### config.mk
export PLATFORM = sky130hd
export DESIGN_NAME = char_lcd_controller_top_flat
export DESIGN_NICKNAME = d
export VERILOG_FILES = /design/src/rtl/clcd_pkg.sv /design/src/rtl/clcd_if.sv /design/src/rtl/char_lcd_controller_top.sv /design/src/rtl/clcd_ram.sv /design/src/rtl/clcd_dec.sv /design/src/flat_wrapper.sv
export SDC_FILE = /design/constraint.sdc
export NUM_CORES = 1
export LEC_CHECK = 0
export ABC_CLOCK_PERIOD_IN_PS = 3100
export BUFFER_PORTS_ARGS = -buffer_cell sky130_fd_sc_hd__buf_2
export CORE_ASPECT_RATIO = 1.2
export CORE_MARGIN = 2
export CORE_UTILIZATION = 60
export DETAILED_ROUTE_END_ITERATION = 8
export PLACE_DENSITY = 0.78
export SETUP_SLACK_MARGIN = 0.3
export SLEW_MARGIN = 20
export SYNTH_ARGS = -nofsm -noshare
export SYNTH_HDL_FRONTEND = slang
export SYNTH_SLANG_ARGS = --single-unit
### constraint.sdc
create_clock -name clk_i -period 3.1 [get_ports clk_i]
set_input_delay 0.62 -clock clk_i [delete_from_list [all_inputs] [get_ports clk_i]]
set_output_delay 0.62 -clock clk_i [all_outputs]
set_load 0.1 [all_outputs]
### src/rtl/clcd_pkg.sv
package clcd_pkg;

  localparam int unsigned KindW   = 2;
  localparam int unsigned ValueW  = 8;
  localparam int unsigned IndexW  = 7;
  localparam int unsigned CodeW   = 16;
  localparam int unsigned CursorW = 7;

  typedef enum logic [KindW-1:0] {
    KindCmd  = 2'd0,
    KindData = 2'd1,
    KindRead = 2'd2,
    KindRsvd = 2'd3
  } kind_e;

  localparam logic [ValueW-1:0] CmdTwoLine  = 8'h28;
  localparam logic [ValueW-1:0] CmdAutoInc  = 8'h06;
  localparam logic [ValueW-1:0] CmdDispOn   = 8'h0C;
  localparam logic [ValueW-1:0] CmdDispOff  = 8'h08;
  localparam logic [ValueW-1:0] CmdClear    = 8'h01;
  localparam logic [ValueW-1:0] CmdCurRight = 8'h14;
  localparam logic [3:0]        CmdLine1Hi  = 4'h8;
  localparam logic [3:0]        CmdLine2Hi  = 4'hC;

  typedef struct packed {
    logic display_on;
    logic two_line;
    logic auto_inc;
  } flags_t;

  typedef struct packed {
    logic wr_en;
    logic clear;
  } ctl_t;

  function automatic logic [CodeW-1:0] glyph_code(logic [ValueW-1:0] b);
    logic [CodeW-1:0] code;
    case (b)
      8'h00:   code = 16'h0131;
      8'h01:   code = 16'h00FC;
      8'h02:   code = 16'h00F6;
      8'h03:   code = 16'h011F;
      8'h04:   code = 16'h00E7;
      8'h05:   code = 16'h00D6;
      8'hDF:   code = 16'h00B0;
      8'h7E:   code = 16'h2192;
      default: code = {{(CodeW-ValueW){1'b0}}, b};
    endcase
    return code;
  endfunction

endpackage

### src/rtl/clcd_if.sv
interface clcd_in_if;
  logic                          valid;
  logic                          ready;
  logic [clcd_pkg::KindW-1:0]    kind;
  logic [clcd_pkg::ValueW-1:0]   value;
  logic [clcd_pkg::IndexW-1:0]   cell_index;

  modport source (output valid, kind, value, cell_index, input ready);
  modport sink   (input valid, kind, value, cell_index, output ready);
endinterface

interface clcd_out_if;
  logic                          valid;
  logic                          ready;
  logic [clcd_pkg::CodeW-1:0]    cell_code;
  logic [clcd_pkg::CursorW-1:0]  cursor;
  logic                          display_on;
  logic                          two_line_mode;
  logic                          auto_increment;

  modport source (output valid, cell_code, cursor, display_on, two_line_mode,
                  auto_increment, input ready);
  modport sink   (input valid, cell_code, cursor, display_on, two_line_mode,
                  auto_increment, output ready);
endinterface

### src/rtl/char_lcd_controller_top.sv
// Character display controller: takes one item per clock (command, data write or cell read)
// and presents its result from an output register in the cycle after acceptance; a new item
// is taken whenever that register is empty or being emptied, so throughput is one item per
// cycle under no back-pressure. The display store is a Rows*Cols x 16 RAM with a registered
// read port; a per-entry valid bit makes reset and the clear command take effect at once,
// with no clearing pass. The cursor and mode flags on the output are the state after the item.
module char_lcd_controller_top #(
  parameter int unsigned Cols = 20,
  parameter int unsigned Rows = 4
) (
  input  logic       clk_i,
  input  logic       rst_ni,
  clcd_in_if.sink    in_i,
  clcd_out_if.source out_o
);

  localparam int unsigned NCells = Cols * Rows;
  localparam int unsigned CurW   = $clog2(NCells);
  localparam logic [CurW:0] SpanOne = (CurW+1)'(2 * Cols);
  localparam logic [CurW:0] SpanTwo = (CurW+1)'(NCells);

  logic                         acc;
  logic                         ovld_q;
  logic [CurW-1:0]              cur_q, cur_d;
  clcd_pkg::flags_t             flags_q, flags_d;
  clcd_pkg::ctl_t               ctl;
  logic [clcd_pkg::CodeW-1:0]   wdata;
  logic [clcd_pkg::CodeW-1:0]   rdata;
  logic [NCells-1:0]            vld_q;
  logic                         rd_hit_q;
  logic                         is_read;
  logic                         in_range;
  logic [CurW-1:0]              raddr;

  assign in_i.ready = !ovld_q || out_o.ready;
  assign acc        = in_i.valid && in_i.ready;
  assign is_read    = (clcd_pkg::kind_e'(in_i.kind) == clcd_pkg::KindRead);
  assign in_range   = (32'(in_i.cell_index) < NCells);
  assign raddr      = CurW'(in_i.cell_index);

  clcd_dec #(
    .Cols (Cols),
    .Rows (Rows)
  ) u_dec (
    .kind_i   (in_i.kind),
    .value_i  (in_i.value),
    .cursor_i (cur_q),
    .flags_i  (flags_q),
    .cursor_o (cur_d),
    .flags_o  (flags_d),
    .ctl_o    (ctl),
    .wdata_o  (wdata)
  );

  clcd_ram #(
    .Width (clcd_pkg::CodeW),
    .Depth (NCells)
  ) u_ram (
    .clk_i   (clk_i),
    .we_i    (acc && ctl.wr_en),
    .waddr_i (cur_q),
    .wdata_i (wdata),
    .re_i    (acc && is_read && in_range),
    .raddr_i (raddr),
    .rdata_o (rdata)
  );

  always_ff @(posedge clk_i or negedge rst_ni) begin
    if (!rst_ni) begin
      ovld_q   <= 1'b0;
      cur_q    <= '0;
      flags_q  <= '0;
      vld_q    <= '0;
      rd_hit_q <= 1'b0;
    end else begin
      if (acc) begin
        ovld_q   <= 1'b1;
        cur_q    <= cur_d;
        flags_q  <= flags_d;
        // out-of-range index is masked before the valid bit matters
        rd_hit_q <= is_read && in_range && vld_q[raddr];
        if (ctl.clear) begin
          vld_q <= '0;
        end else if (ctl.wr_en) begin
          vld_q[cur_q] <= 1'b1;
        end
      end else if (out_o.ready) begin
        ovld_q <= 1'b0;
      end
    end
  end

  // state registers only change on accept, so they already show this item's result
  assign out_o.valid          = ovld_q;
  assign out_o.cell_code      = rd_hit_q ? rdata : '0;
  assign out_o.cursor         = clcd_pkg::CursorW'(cur_q);
  assign out_o.display_on     = flags_q.display_on;
  assign out_o.two_line_mode  = flags_q.two_line;
  assign out_o.auto_increment = flags_q.auto_inc;

  a_cursor_in_span: assert property (@(posedge clk_i) disable iff (!rst_ni)
    ({1'b0, cur_q} < (flags_q.two_line ? SpanTwo : SpanOne)))
    else $error("cursor outside span");

  a_clear_empties: assert property (@(posedge clk_i) disable iff (!rst_ni)
    (acc && ctl.clear) |=> (vld_q == '0))
    else $error("clear left valid cells");

  a_accept_fills: assert property (@(posedge clk_i) disable iff (!rst_ni)
    acc |=> out_o.valid)
    else $error("accepted item has no result");

  a_two_line_sticky: assert property (@(posedge clk_i) disable iff (!rst_ni)
    !$fell(flags_q.two_line))
    else $error("two-line mode dropped");

endmodule

### src/rtl/clcd_ram.sv
module clcd_ram #(
  parameter int unsigned Width = 16,
  parameter int unsigned Depth = 80,
  localparam int unsigned AddrW = $clog2(Depth)
) (
  input  logic             clk_i,
  input  logic             we_i,
  input  logic [AddrW-1:0] waddr_i,
  input  logic [Width-1:0] wdata_i,
  input  logic             re_i,
  input  logic [AddrW-1:0] raddr_i,
  output logic [Width-1:0] rdata_o
);

  logic [Width-1:0] mem_q [Depth];
  logic [Width-1:0] rdata_q;

  always_ff @(posedge clk_i) begin
    if (we_i) begin
      mem_q[waddr_i] <= wdata_i;
    end
    if (re_i) begin
      rdata_q <= mem_q[raddr_i];
    end
  end

  assign rdata_o = rdata_q;

endmodule

### src/rtl/clcd_dec.sv
module clcd_dec #(
  parameter int unsigned Cols = 20,
  parameter int unsigned Rows = 4,
  localparam int unsigned NCells = Cols * Rows,
  localparam int unsigned CurW = $clog2(NCells)
) (
  input  logic [clcd_pkg::KindW-1:0]  kind_i,
  input  logic [clcd_pkg::ValueW-1:0] value_i,
  input  logic [CurW-1:0]             cursor_i,
  input  clcd_pkg::flags_t            flags_i,
  output logic [CurW-1:0]             cursor_o,
  output clcd_pkg::flags_t            flags_o,
  output clcd_pkg::ctl_t              ctl_o,
  output logic [clcd_pkg::CodeW-1:0]  wdata_o
);

  localparam logic [CurW:0]   SpanOne = (CurW+1)'(2 * Cols);
  localparam logic [CurW:0]   SpanTwo = (CurW+1)'(NCells);
  localparam logic [CurW-1:0] Line2At = CurW'(2 * Cols);

  logic [CurW:0]   inc;
  logic [CurW:0]   span;
  logic [CurW-1:0] wrapped;
  logic [CurW-1:0] line2_base;

  assign span       = flags_i.two_line ? SpanTwo : SpanOne;
  assign inc        = {1'b0, cursor_i} + (CurW+1)'(1);
  assign wrapped    = (inc >= span) ? '0 : inc[CurW-1:0];
  // line 2 starts at 2*cols only when the span is wider than two lines
  assign line2_base = (flags_i.two_line && (Rows > 2)) ? Line2At : '0;
  assign wdata_o    = clcd_pkg::glyph_code(value_i);

  always_comb begin
    cursor_o    = cursor_i;
    flags_o     = flags_i;
    ctl_o.wr_en = 1'b0;
    ctl_o.clear = 1'b0;
    case (clcd_pkg::kind_e'(kind_i))
      clcd_pkg::KindCmd: begin
        case (value_i)
          clcd_pkg::CmdTwoLine:  flags_o.two_line   = 1'b1;
          clcd_pkg::CmdAutoInc:  flags_o.auto_inc   = 1'b1;
          clcd_pkg::CmdDispOn:   flags_o.display_on = 1'b1;
          clcd_pkg::CmdDispOff:  flags_o.display_on = 1'b0;
          clcd_pkg::CmdClear: begin
            ctl_o.clear = 1'b1;
            cursor_o    = '0;
          end
          clcd_pkg::CmdCurRight: cursor_o = wrapped;
          default: begin
            if (value_i[7:4] == clcd_pkg::CmdLine1Hi) begin
              cursor_o = CurW'(value_i[3:0]);
            end else if (value_i[7:4] == clcd_pkg::CmdLine2Hi) begin
              cursor_o = line2_base + CurW'(value_i[3:0]);
            end
          end
        endcase
      end
      clcd_pkg::KindData: begin
        ctl_o.wr_en = 1'b1;
        if (flags_i.auto_inc) begin
          cursor_o = wrapped;
        end
      end
      default: ;
    endcase
  end

endmodule
### src/flat_wrapper.sv
// flat-port wrapper written by rule: the top's interface ports become plain ports
module char_lcd_controller_top_flat 
#(
  parameter int unsigned Cols = 20,
  parameter int unsigned Rows = 4
)
  (clk_i, rst_ni, in_i_valid, in_i_kind, in_i_value, in_i_cell_index, in_i_ready, out_o_valid, out_o_cell_code, out_o_cursor, out_o_display_on, out_o_two_line_mode, out_o_auto_increment, out_o_ready);
  clcd_in_if in_i_i ();
  clcd_out_if out_o_i ();
  input  logic clk_i;
  input  logic rst_ni;
  input wire logic [$bits(in_i_i.valid)-1:0] in_i_valid;
  input wire logic [$bits(in_i_i.kind)-1:0] in_i_kind;
  input wire logic [$bits(in_i_i.value)-1:0] in_i_value;
  input wire logic [$bits(in_i_i.cell_index)-1:0] in_i_cell_index;
  output wire logic [$bits(in_i_i.ready)-1:0] in_i_ready;
  output wire logic [$bits(out_o_i.valid)-1:0] out_o_valid;
  output wire logic [$bits(out_o_i.cell_code)-1:0] out_o_cell_code;
  output wire logic [$bits(out_o_i.cursor)-1:0] out_o_cursor;
  output wire logic [$bits(out_o_i.display_on)-1:0] out_o_display_on;
  output wire logic [$bits(out_o_i.two_line_mode)-1:0] out_o_two_line_mode;
  output wire logic [$bits(out_o_i.auto_increment)-1:0] out_o_auto_increment;
  input wire logic [$bits(out_o_i.ready)-1:0] out_o_ready;
  assign in_i_i.valid = in_i_valid;
  assign in_i_i.kind = in_i_kind;
  assign in_i_i.value = in_i_value;
  assign in_i_i.cell_index = in_i_cell_index;
  assign in_i_ready = in_i_i.ready;
  assign out_o_valid = out_o_i.valid;
  assign out_o_cell_code = out_o_i.cell_code;
  assign out_o_cursor = out_o_i.cursor;
  assign out_o_display_on = out_o_i.display_on;
  assign out_o_two_line_mode = out_o_i.two_line_mode;
  assign out_o_auto_increment = out_o_i.auto_increment;
  assign out_o_i.ready = out_o_ready;
  char_lcd_controller_top #(.Cols(Cols), .Rows(Rows)) u_core (.clk_i(clk_i), .rst_ni(rst_ni), .in_i(in_i_i), .out_o(out_o_i));
endmodule
==> impl_metrics.tcl, run 1 <==
set metrics [dict create \
    max_freq_mhz 368 \
    grt_max_degree 81 \
    hold_viol 0 \
    drive_gt1_share_pct 27.4 \
    remaining_drc_errors 2 \
    via_per_inst 6.62 \
    synth.avg_cell_area_sq_um 18.3 \
    drv_slew 0 \
    maxCapViolations 0 \
    dieWidth_microns 228 \
    port_buffers 42 \
    crit_arrival_ps 2100 \
    fillerInstances 3569 \
    fin_util_pct 69.7 \
    layout.nets 2229 \
    antenna_found_initial 2 \
    cts_setup_buffers 0 \
    io_pins 49 \
    die_area_sq_um 61900 \
    cts_resized 0 \
    ff_latch_area_sq_um 26600 \
    cp-end-kind "primary output" \
    row_count 98 \
    required_ps 2480 \
    placed_cells 2915 \
    fp.dieH_microns 272 \
    dp_hpwl_microns 55400 \
    wirelength_microns 89400 \
    cts_tree "done" \
    first_pass_iters 8 \
    worstSkewPairLatency_ps 640 \
    synthArstFlopShare_pct 10.2 \
    cts_max_level 3 \
    status "finished, violations left" \
    hold_class "in2async" \
    synth_seq_cells 902 \
    synth_top_flop_cell "edfxtp_1" \
    grt_pass1_vias 20300 \
    synthDistinctLibCells 60 \
    synth_common_cells "810 x edfxtp_1, 185 x nor2_1, 183 x mux4_2" \
    finalSetupViolCount 0 \
    detail_route.wl_per_cell_microns 29.1 \
    place_congestion 0.958 \
    syn_to_final_growth_pct 15.2 \
    peakVddDrop_mv 0.475 \
    hold_ws_ps 10.3 \
    coreArea_sq_um 59500 \
    power_per_cell_area_nw_per_um2 628 \
    slew_headroom_pct 18.1 \
    cts_sinks 902 \
    violations "DRC" \
    numCtsBuffers 85 \
    setup.worst_path.class "reg2out" \
    yosys_warnings 0 \
    drtIter0Drc 2848 \
    cts_buffer_depth 3 \
    hold_buffers 0 \
    grt_pass1_wl_microns 131000 \
    fin_crit_ps 2720 \
    final.period_utilization_pct 87.6 \
    ant_nets 0 \
    synth_edf_count 810 \
    p_total_mw 26.0 \
    yosysSeqAreaShare_pct 74.0 \
    yosysMostFrequentCell "edfxtp_1" \
    grtUsageTotal_pct 29.6 \
    worstSetupStartpointType "flop" \
    grt_overflow 0 \
    start_util_pct 60.5 \
    worst_pin_slew_ps 1220 \
    skew_ps 21.6 \
    leakagePower_nw 14.3 \
    rsz0062_at_grt "no" \
    clockRootBuffer "clkbuf_16" \
    synth_area_leaders "edfxtp_1 68%, mux4_2 11%, dfrtp_1 6.4%, mux2i_1 2.2%, nor2_1 1.9%" \
    yosys.area.top_type "edfxtp_1" \
    clkTransAtPathRegs_ps 60 \
    synth_cells 1967 \
    synthDominantCellAreaShare_pct 67.6 \
    multi_input_area_sq_um 8840 \
    finalNonFillerCells 3073 \
    netlist_area_sq_um 36000 \
    critPathMaxFanout 11 \
    via_count 20400 \
]
==> final cells by class <==
class	count	area share, %
Sequential cell	902	64.3
Multi-Input combinational cell	933	21.3
Clock buffer	106	5.46
Timing Repair Buffer	260	5.36
Tap cell	800	2.42
Clock inverter	51	0.987
Inverter	20	0.190
Antenna cell	1	0.00604
==> kinds of logic (layout without fill, tap and decap cells) <==
kind of cell | Yosys count | in the layout | synth area share (%)
DFF | 902 | 902 | 74.0
other | 1 | 7 | 0.0104
xor gates and xnor gates | 4 | 4 | 0.0974
muxes | 293 | 293 | 14.6
and+or+nand+nor | 349 | 349 | 4.35
adders and majority gates | 7 | 7 | 0.236
AOI/OAI and AO/OA | 274 | 274 | 4.95
buffers and inverters | 137 | 437 | 1.72
==> per-layer routing <==
| metal | up-vias | global-route usage (%) | part of all wire [%] |
|---|---|---|---|
| met1 | 10400 | 40.5 | 36 |
| li1 | 8382 | - | - |
| met2 | 1301 | 46.6 | 49 |
| met3 | 226 | 5.86 | 10 |
| met5 | - | 0 | 0.015 |
| met4 | 2 | 13.8 | 4.6 |
==> state kept, by name (all words and copies together) (netlist names) <==
| register | flops |
|---|---|
| u_core.out_o.cursor | 7 |
| u_core.out_o.two_line_mode | 1 |
| u_core.u_ram.mem_q | 800 |
| u_core.vld_q | 80 |
| u_core.out_o.display_on | 1 |
| u_core.u_ram.rdata_o | 10 |
| u_core.out_o.auto_increment | 1 |
| u_core.rd_hit_q | 1 |
| u_core.out_o.valid | 1 |
==> worst paths after layout <==
kind                                                            to  slack (ps)                                    start  depth (start not counted)
hold / removal                 u_core.out_o.display_on$_DFFE_PN0P_          10                                   rst_ni                          1
setup / recovery                                out_o_cell_code[1]         380              u_core.rd_hit_q$_DFFE_PN0P_                          2
setup reg to reg                 u_core.u_ram.rdata_o[6]$_DFFE_PP_         510      u_core.u_ram.mem_q[63][6]$_DFFE_PP_                          7
hold reg to reg            u_core.out_o.auto_increment$_DFFE_PN0P_         490  u_core.out_o.auto_increment$_DFFE_PN0P_                          2
min in group clk_i                  u_core.out_o.valid$_DFFE_PN0P_         260                               in_i_valid                          2
max in group asynchronous           u_core.out_o.valid$_DFFE_PN0P_        2420                                   rst_ni                          2
==> worst max-delay path, cell delays in order, from the launching register on <==
cell and delay, ps:
dfrtp_1 610, and2_1 350, buf_2 490
==> power breakdown <==
part | total, mW | leakage, nW | switching, mW | internal [mW]
Sequential | 13.7 | 8.58 | 0.186 | 13.5
Clock | 10.0 | 1.29 | 4.41 | 5.61
Combinational | 2.32 | 4.44 | 1.55 | 0.767
==> placed cells by master, fill, tap and decap left out, types with 12 or more instances in the layout <==
master	Yosys	routed
clkinv_2	0	16
buf_4	12	192
nand3_1	17	17
a21oi_1	118	118
clkbuf_1	61	17
nor3_1	13	12
mux4_2	183	183
clkinv_1	2	20
nor2_1	185	182
clkbuf_16	0	87
and2_1	15	15
dfrtp_1	92	89
mux2_2	31	31
edfxtp_1	810	810
buf_2	30	38
inv_1	18	17
a22oi_1	48	48
buf_12	0	28
nor2b_1	21	21
nand2_1	60	58
mux2i_1	79	79
==> per-stage QoR <==
| step | setup WS [ps] | instance area (sq um) | TNS (ps) |
|---|---|---|---|
| after floorplan | -2520 | 36100 | -558600 |
| after global placement | 42.5 | 38800 | 0 |
| after detailed placement | 1.29 | 38800 | 0 |
| after CTS | 429 | 41400 | 0 |
| after global routing | 329 | 41400 | 0 |
| final | 385 | 41400 | 0 |
Power figures use the tool's default switching activity.
==> run 2, diff against run 1 <==
--- a/config.mk
+++ b/config.mk
@@ -11,7 +11,8 @@
 export CORE_MARGIN = 2
 export CORE_UTILIZATION = 60
 export DETAILED_ROUTE_END_ITERATION = 8
-export PLACE_DENSITY = 0.78
+export MAX_ROUTING_LAYER = met4
+export PLACE_DENSITY = 0.76
 export SETUP_SLACK_MARGIN = 0.3
 export SLEW_MARGIN = 20
 export SYNTH_ARGS = -nofsm -noshare
==> run 2 against run 1 <==
  * The flow now finishes without violations
  * Flip-flop and latch count did not move
  * Fmax rose by 0.95%
  * Final area rose by 0.99%
  * Clock skew rose by 16 ps
  * Global-route usage rose by 0.78 points
  * Non-clock buffer count rose by 39
  * Critical path depth did not move
  * Sequential power barely moved
  * Wire length fell by 1.1%
  * Combinational power barely moved
  * Core utilization rose by 0.69 points
  * Clock power rose by 5%
==> impl_metrics.tcl, run 2 (synthesized netlist as in run 1, its figures left out) <==
set metrics [dict create \
    peakVddDrop_mv 0.549 \
    grtUsageMet1_pct 39.8 \
    crit_chain "and2_1 > buf_2" \
    layout.nets 2268 \
    hold_viol 0 \
    via_count 20300 \
    crit_arrival_ps 2070 \
    worstSetupStartpointType "flop" \
    largest_reg_flops 800 \
    first_pass_iters 6 \
    worst_pin_slew_ps 1050 \
    via_per_inst 6.51 \
    finalSetupViolCount 0 \
    final.period_utilization_pct 86.8 \
    dieWidth_microns 228 \
    critPathMaxFanout 11 \
    fin_util_pct 70.4 \
    power_per_cell_area_nw_per_um2 634 \
    fin_crit_ps 2690 \
    maxCapViolations 0 \
    final_cell_mix "810 x edfxtp_1, 233 x buf_4, 183 x mux4_2, 182 x nor2_1, 118 x a21oi_1" \
    placed_area_sq_um 39000 \
    clockRootBuffer "clkbuf_16" \
    cp-end-kind "primary output" \
    remaining_drc_errors 0 \
    drive_gt1_share_pct 28.7 \
    drv_slew 0 \
    antenna_found_initial 2 \
    slowest_delay_ps 610 \
    crit_slowest_cell "dfrtp_1" \
    grtUsageTotal_pct 30.4 \
    setup.worst_path.class "reg2out" \
    clkTransAtPathRegs_ps 60 \
    required_ps 2480 \
    status "finished, final reports clean" \
    ant_nets 0 \
    cts_sinks 902 \
    row_count 98 \
    port_buffers 42 \
    leakagePower_nw 14.6 \
    cts_max_level 3 \
    crit_family "flip-flops" \
    slew_headroom_pct 30.3 \
    max_flop_register "u_core.u_ram.mem_q" \
    use_met2_pct 47.0 \
    placed_cells 2953 \
    rsz0062_at_grt "no" \
    cts_tree "done" \
    grt_max_degree 81 \
    io_pins 49 \
    finalNonFillerCells 3112 \
    worstSkewPairLatency_ps 650 \
    finish.instance_area_sq_um 41900 \
    hold_class "in2reg" \
    numCtsBuffers 85 \
    syn_to_final_growth_pct 16.3 \
    die_area_sq_um 61900 \
    max_freq_mhz 372 \
    met3_usage_pct 5.30 \
    busiest_layer "met2" \
    dp_hpwl_microns 55000 \
    detail_route.wl_per_cell_microns 28.4 \
    wirelength_microns 88500 \
    cts_buffer_depth 3 \
    grt_pass1_vias 20500 \
    drtIter0Drc 2701 \
    fp.dieH_microns 272 \
    grt_overflow 0 \
    grt_pass1_wl_microns 131000 \
    final_common_cell "edfxtp_1" \
    hold_ws_ps 246 \
    skew_ps 37.9 \
    coreArea_sq_um 59500 \
    start_util_pct 60.5 \
    path_buf_inv 1 \
    place_congestion 0.923 \
]
## run 2: metal layers
layer	up-vias	routed length, microns
met5	-	0
met4	0	4430
met3	238	8150
met2	1173	43200
met1	10400	32600
li1	8439	-
## run 2: through the flow
step	setup WS, ps	power [mW]	TNS (ps)
2_1_floorplan	-2520	15.3	-558600
3_3_place_gp	-60.0	16.2	-99.1
3_5_place_dp	-138	16.2	-257
4_1_cts	443	26.6	0
5_1_grt	380	27.3	0
6_report	410	26.6	0
## run 2: what timing repair did
| action | CTS | global route |
|---|---|---|
| hold buffers | 1 | 0 |
| setup buffers | 0 | 0 |
| setup endpoints to repair | 0 | 7 |
| gates resized for setup | 0 | 1 |
| endpoints found under the hold margin | 41 | 0 |
## run 2: power by group
group / internal [mW] / switching [mW]
clock network: 6.10 / 4.43
logic: 0.803 / 1.55
registers: 13.5 / 0.170
total: 20.4 / 6.15
## run 2: final timing paths
path / start / slack (ps) / cells after the start / to
max: u_core.rd_hit_q$_DFFE_PN0P_ / 410 / 2 / out_o_cell_code[7]
max in group asynchronous: rst_ni / 1890 / 3 / u_core.vld_q[63]$_DFFE_PN0P_
min reg2reg: u_core.vld_q[50]$_DFFE_PN0P_ / 490 / 2 / u_core.vld_q[50]$_DFFE_PN0P_
min in group asynchronous: rst_ni / 520 / 2 / u_core.out_o.cursor[3]$_DFFE_PN0P_
min: in_i_valid / 250 / 2 / u_core.out_o.valid$_DFFE_PN0P_
max reg2reg: u_core.out_o.cursor[5]$_DFFE_PN0P_ / 600 / 9 / u_core.out_o.cursor[2]$_DFFE_PN0P_
## run 2: worst reg2reg max path: cells and delay by family (launching register included)
family / cells / cell delay [ps]
adder cells (fa/ha/maj): 1 / 290
XOR/XNOR: 1 / 220
AND/OR/NAND/NOR: 3 / 450
AO/OA/AOI/OAI: 4 / 870
flip-flops: 1 / 580
## run 2: layout make-up
type / instances / area (sq um)
Sequential cell: 902 / 26600
Fill cell: 3575 / 17600
Multi-Input combinational cell: 933 / 8840
Timing Repair Buffer: 299 / 2480
Clock buffer: 100 / 2250
Tap cell: 800 / 1000
Clock inverter: 56 / 569
Inverter: 20 / 78.8
Antenna cell: 2 / 5.00
==> run 3, diff against run 2 <==
--- a/config.mk
+++ b/config.mk
@@ -12,7 +12,7 @@
 export CORE_UTILIZATION = 60
 export DETAILED_ROUTE_END_ITERATION = 8
 export MAX_ROUTING_LAYER = met4
-export PLACE_DENSITY = 0.76
+export PLACE_DENSITY = 0.77
 export SETUP_SLACK_MARGIN = 0.3
 export SLEW_MARGIN = 20
 export SYNTH_ARGS = -nofsm -noshare
==> run 3 against run 2 <==
  * Die area did not move
  * Cell count decreased by 1.1%
  * Combinational power is 2% lower
  * Power shrank 1.6%
  * Sequential share of layout area up 0.44 points
  * Hold slack got worse by 0.77 ps
  * Non-clock buffer count decreased by 25
  * Critical endpoint is now u_core.u_ram.rdata_o[7]$_DFFE_PP_
  * Highest routed layer unchanged
==> impl_metrics.tcl, run 3 (synthesized netlist as in run 1, its figures left out) <==
set metrics [dict create \
    row_count 98 \
    io_pins 49 \
    hold_path_end "u_core.out_o.valid$_DFFE_PN0P_" \
    crit_arrival_ps 3050 \
    finalSetupViolCount 0 \
    clockRootBuffer "clkbuf_16" \
    final.period_utilization_pct 87.2 \
    hold_class "in2reg" \
    antenna_found_initial 2 \
    cts_sinks 902 \
    leakagePower_nw 14.4 \
    p_total_mw 26.1 \
    grt_pass1_vias 20600 \
    clkTransAtPathRegs_ps 60 \
    rsz0062_at_grt "no" \
    worst_pin_slew_ps 1140 \
    hold_ws_ps 246 \
    grt_overflow 0 \
    place_congestion 0.921 \
    wl_met1_microns 32800 \
    finish.instance_area_sq_um 41600 \
    cpMostUsedCell "buf_4" \
    holdPathStages 2 \
    critPathMaxFanout 27 \
    r2r_setup_slack_ps 570 \
    fp.dieH_microns 272 \
    first_pass_iters 5 \
    syn_to_final_growth_pct 15.5 \
    cts_setup_buffers 0 \
    ant_nets 0 \
    required_ps 3450 \
    slew_headroom_pct 23.9 \
    max_flop_register "u_core.u_ram.mem_q" \
    numCtsBuffers 84 \
    coreArea_sq_um 59500 \
    via_count 20300 \
    min_from "in_i_valid" \
    reg2reg_depth 7 \
    drv_slew 0 \
    r2r_start "u_core.u_ram.mem_q[63][7]$_DFFE_PP_" \
    placed_area_sq_um 38900 \
    grtUsageTotal_pct 30.9 \
    via_per_inst 6.60 \
    worstSkewPairLatency_ps 650 \
    crit_slowest_cell "mux4_2" \
    path_buf_inv 3 \
    cp-end-kind "flop" \
    fin_crit_ps 2700 \
    maxCapViolations 0 \
    routed-wl-met2_microns 44300 \
    skew_ps 29.0 \
    final_cell_mix "810 x edfxtp_1, 203 x buf_4, 183 x mux4_2, 182 x nor2_1, 118 x a21oi_1" \
    port_buffers 42 \
    cp.depth 9 \
    grt_max_degree 81 \
    wirelength_microns 90100 \
    highest_layer "met4" \
    status "finished, final reports clean" \
    peakVddDrop_mv 0.530 \
    cts_tree "done" \
    cts_buffer_depth 3 \
    layout.nets 2242 \
    start_util_pct 60.5 \
    setup.worst_path.class "in2reg" \
    die_area_sq_um 61900 \
    route.met3.wl_microns 9190 \
    largest_reg_flops 800 \
    fillerInstances 3579 \
    final_common_cell "edfxtp_1" \
    crit_family "compound AO/OA/AOI/OAI gates" \
    hold_viol 0 \
    dp_hpwl_microns 55800 \
    finalNonFillerCells 3077 \
    max_freq_mhz 370 \
    slowest_delay_ps 480 \
    crit_chain "buf_8 > buf_4 > mux4_2 > mux2_2 > a22oi_1 > o2111ai_1 > a311oi_1 > buf_4 > a21oi_1" \
    dieWidth_microns 228 \
    power_per_cell_area_nw_per_um2 629 \
    drtIter0Drc 2684 \
    grt_pass1_wl_microns 133000 \
    cts_max_level 3 \
    worstSetupStartpointType "input port" \
    timing.rr.end "u_core.u_ram.rdata_o[7]$_DFFE_PP_" \
    placed_cells 2928 \
    drive_gt1_share_pct 27.5 \
    detail_route.wl_per_cell_microns 29.3 \
    remaining_drc_errors 0 \
]
## run 3: cell count changes in the layout (fill, tap and decap cells not counted), sizes merged
cell,before,now
inv,19,20
bufinv,11,8
clkinv,40,29
buf,298,273
clkinvlp,6,3
clkbuf,100,106
## run 3: what timing repair did
| item | 4_1_cts | 5_1_grt |
|---|---|---|
| hold endpoints to repair | 39 | 0 |
| gates resized for setup | 0 | 2 |
| setup endpoints to repair | 0 | 4 |
| hold buffers | 1 | 0 |
## run 3: worst reg2reg max path, delay by kind of cell, from the launching register on
family / cells / cell delay (ps)
AOI/OAI and AO/OA: 4 / 990
buffers and inverters: 1 / 150
DFF: 1 / 370
muxes: 2 / 750
## run 3: worst max-delay path by stage
stage	from	end
floorplan	in_i_value[5]	u_core.u_ram.mem_q[0][7]$_DFFE_PP_
global placement	in_i_cell_index[0]	u_core.u_ram.rdata_o[7]$_DFFE_PP_
detailed placement	in_i_cell_index[0]	u_core.u_ram.rdata_o[7]$_DFFE_PP_
CTS	u_core.rd_hit_q$_DFFE_PN0P_	out_o_cell_code[8]
global route	in_i_cell_index[0]	u_core.u_ram.rdata_o[7]$_DFFE_PP_
finish	in_i_cell_index[0]	u_core.u_ram.rdata_o[7]$_DFFE_PP_
## run 3: area by class of cell
| cell class | count | area [sq um] | area share (%) |
|---|---|---|---|
| well taps | 800 | 1000 | 2.41 |
| diodes | 2 | 5.00 | 0.0120 |
| inverters | 20 | 78.8 | 0.190 |
| multi-input cells | 933 | 8830 | 21.3 |
| clock buffers | 106 | 2240 | 5.40 |
| clock inverters | 40 | 420 | 1.01 |
| repair buffers | 274 | 2350 | 5.66 |
| flip-flops and latches | 902 | 26600 | 64.1 |
## run 3: metrics by stage
step                      util (%)  worst slack [ps]  setup TNS (ps)
after floorplan                  -             -2520         -558600
after global placement        65.4              -180            -515
after detailed placement      65.4              -196            -617
after CTS                     69.9               319               0
after global routing          69.9               360               0
final                         69.9               398               0
## run 3: report_power, final
part           internal [mW]  total (mW)  switching [mW]  leakage, nW
logic                  0.775        2.31            1.53         4.52
registers               13.5        13.7           0.208         8.57
clock network           5.78        10.1            4.32         1.29
## run 3: routing by layer
metal,track usage (%),up-vias
li1,-,8386
met1,40.8,10400
met2,47.6,1327
met3,6.09,188
met4,13.1,0
met5,-,-
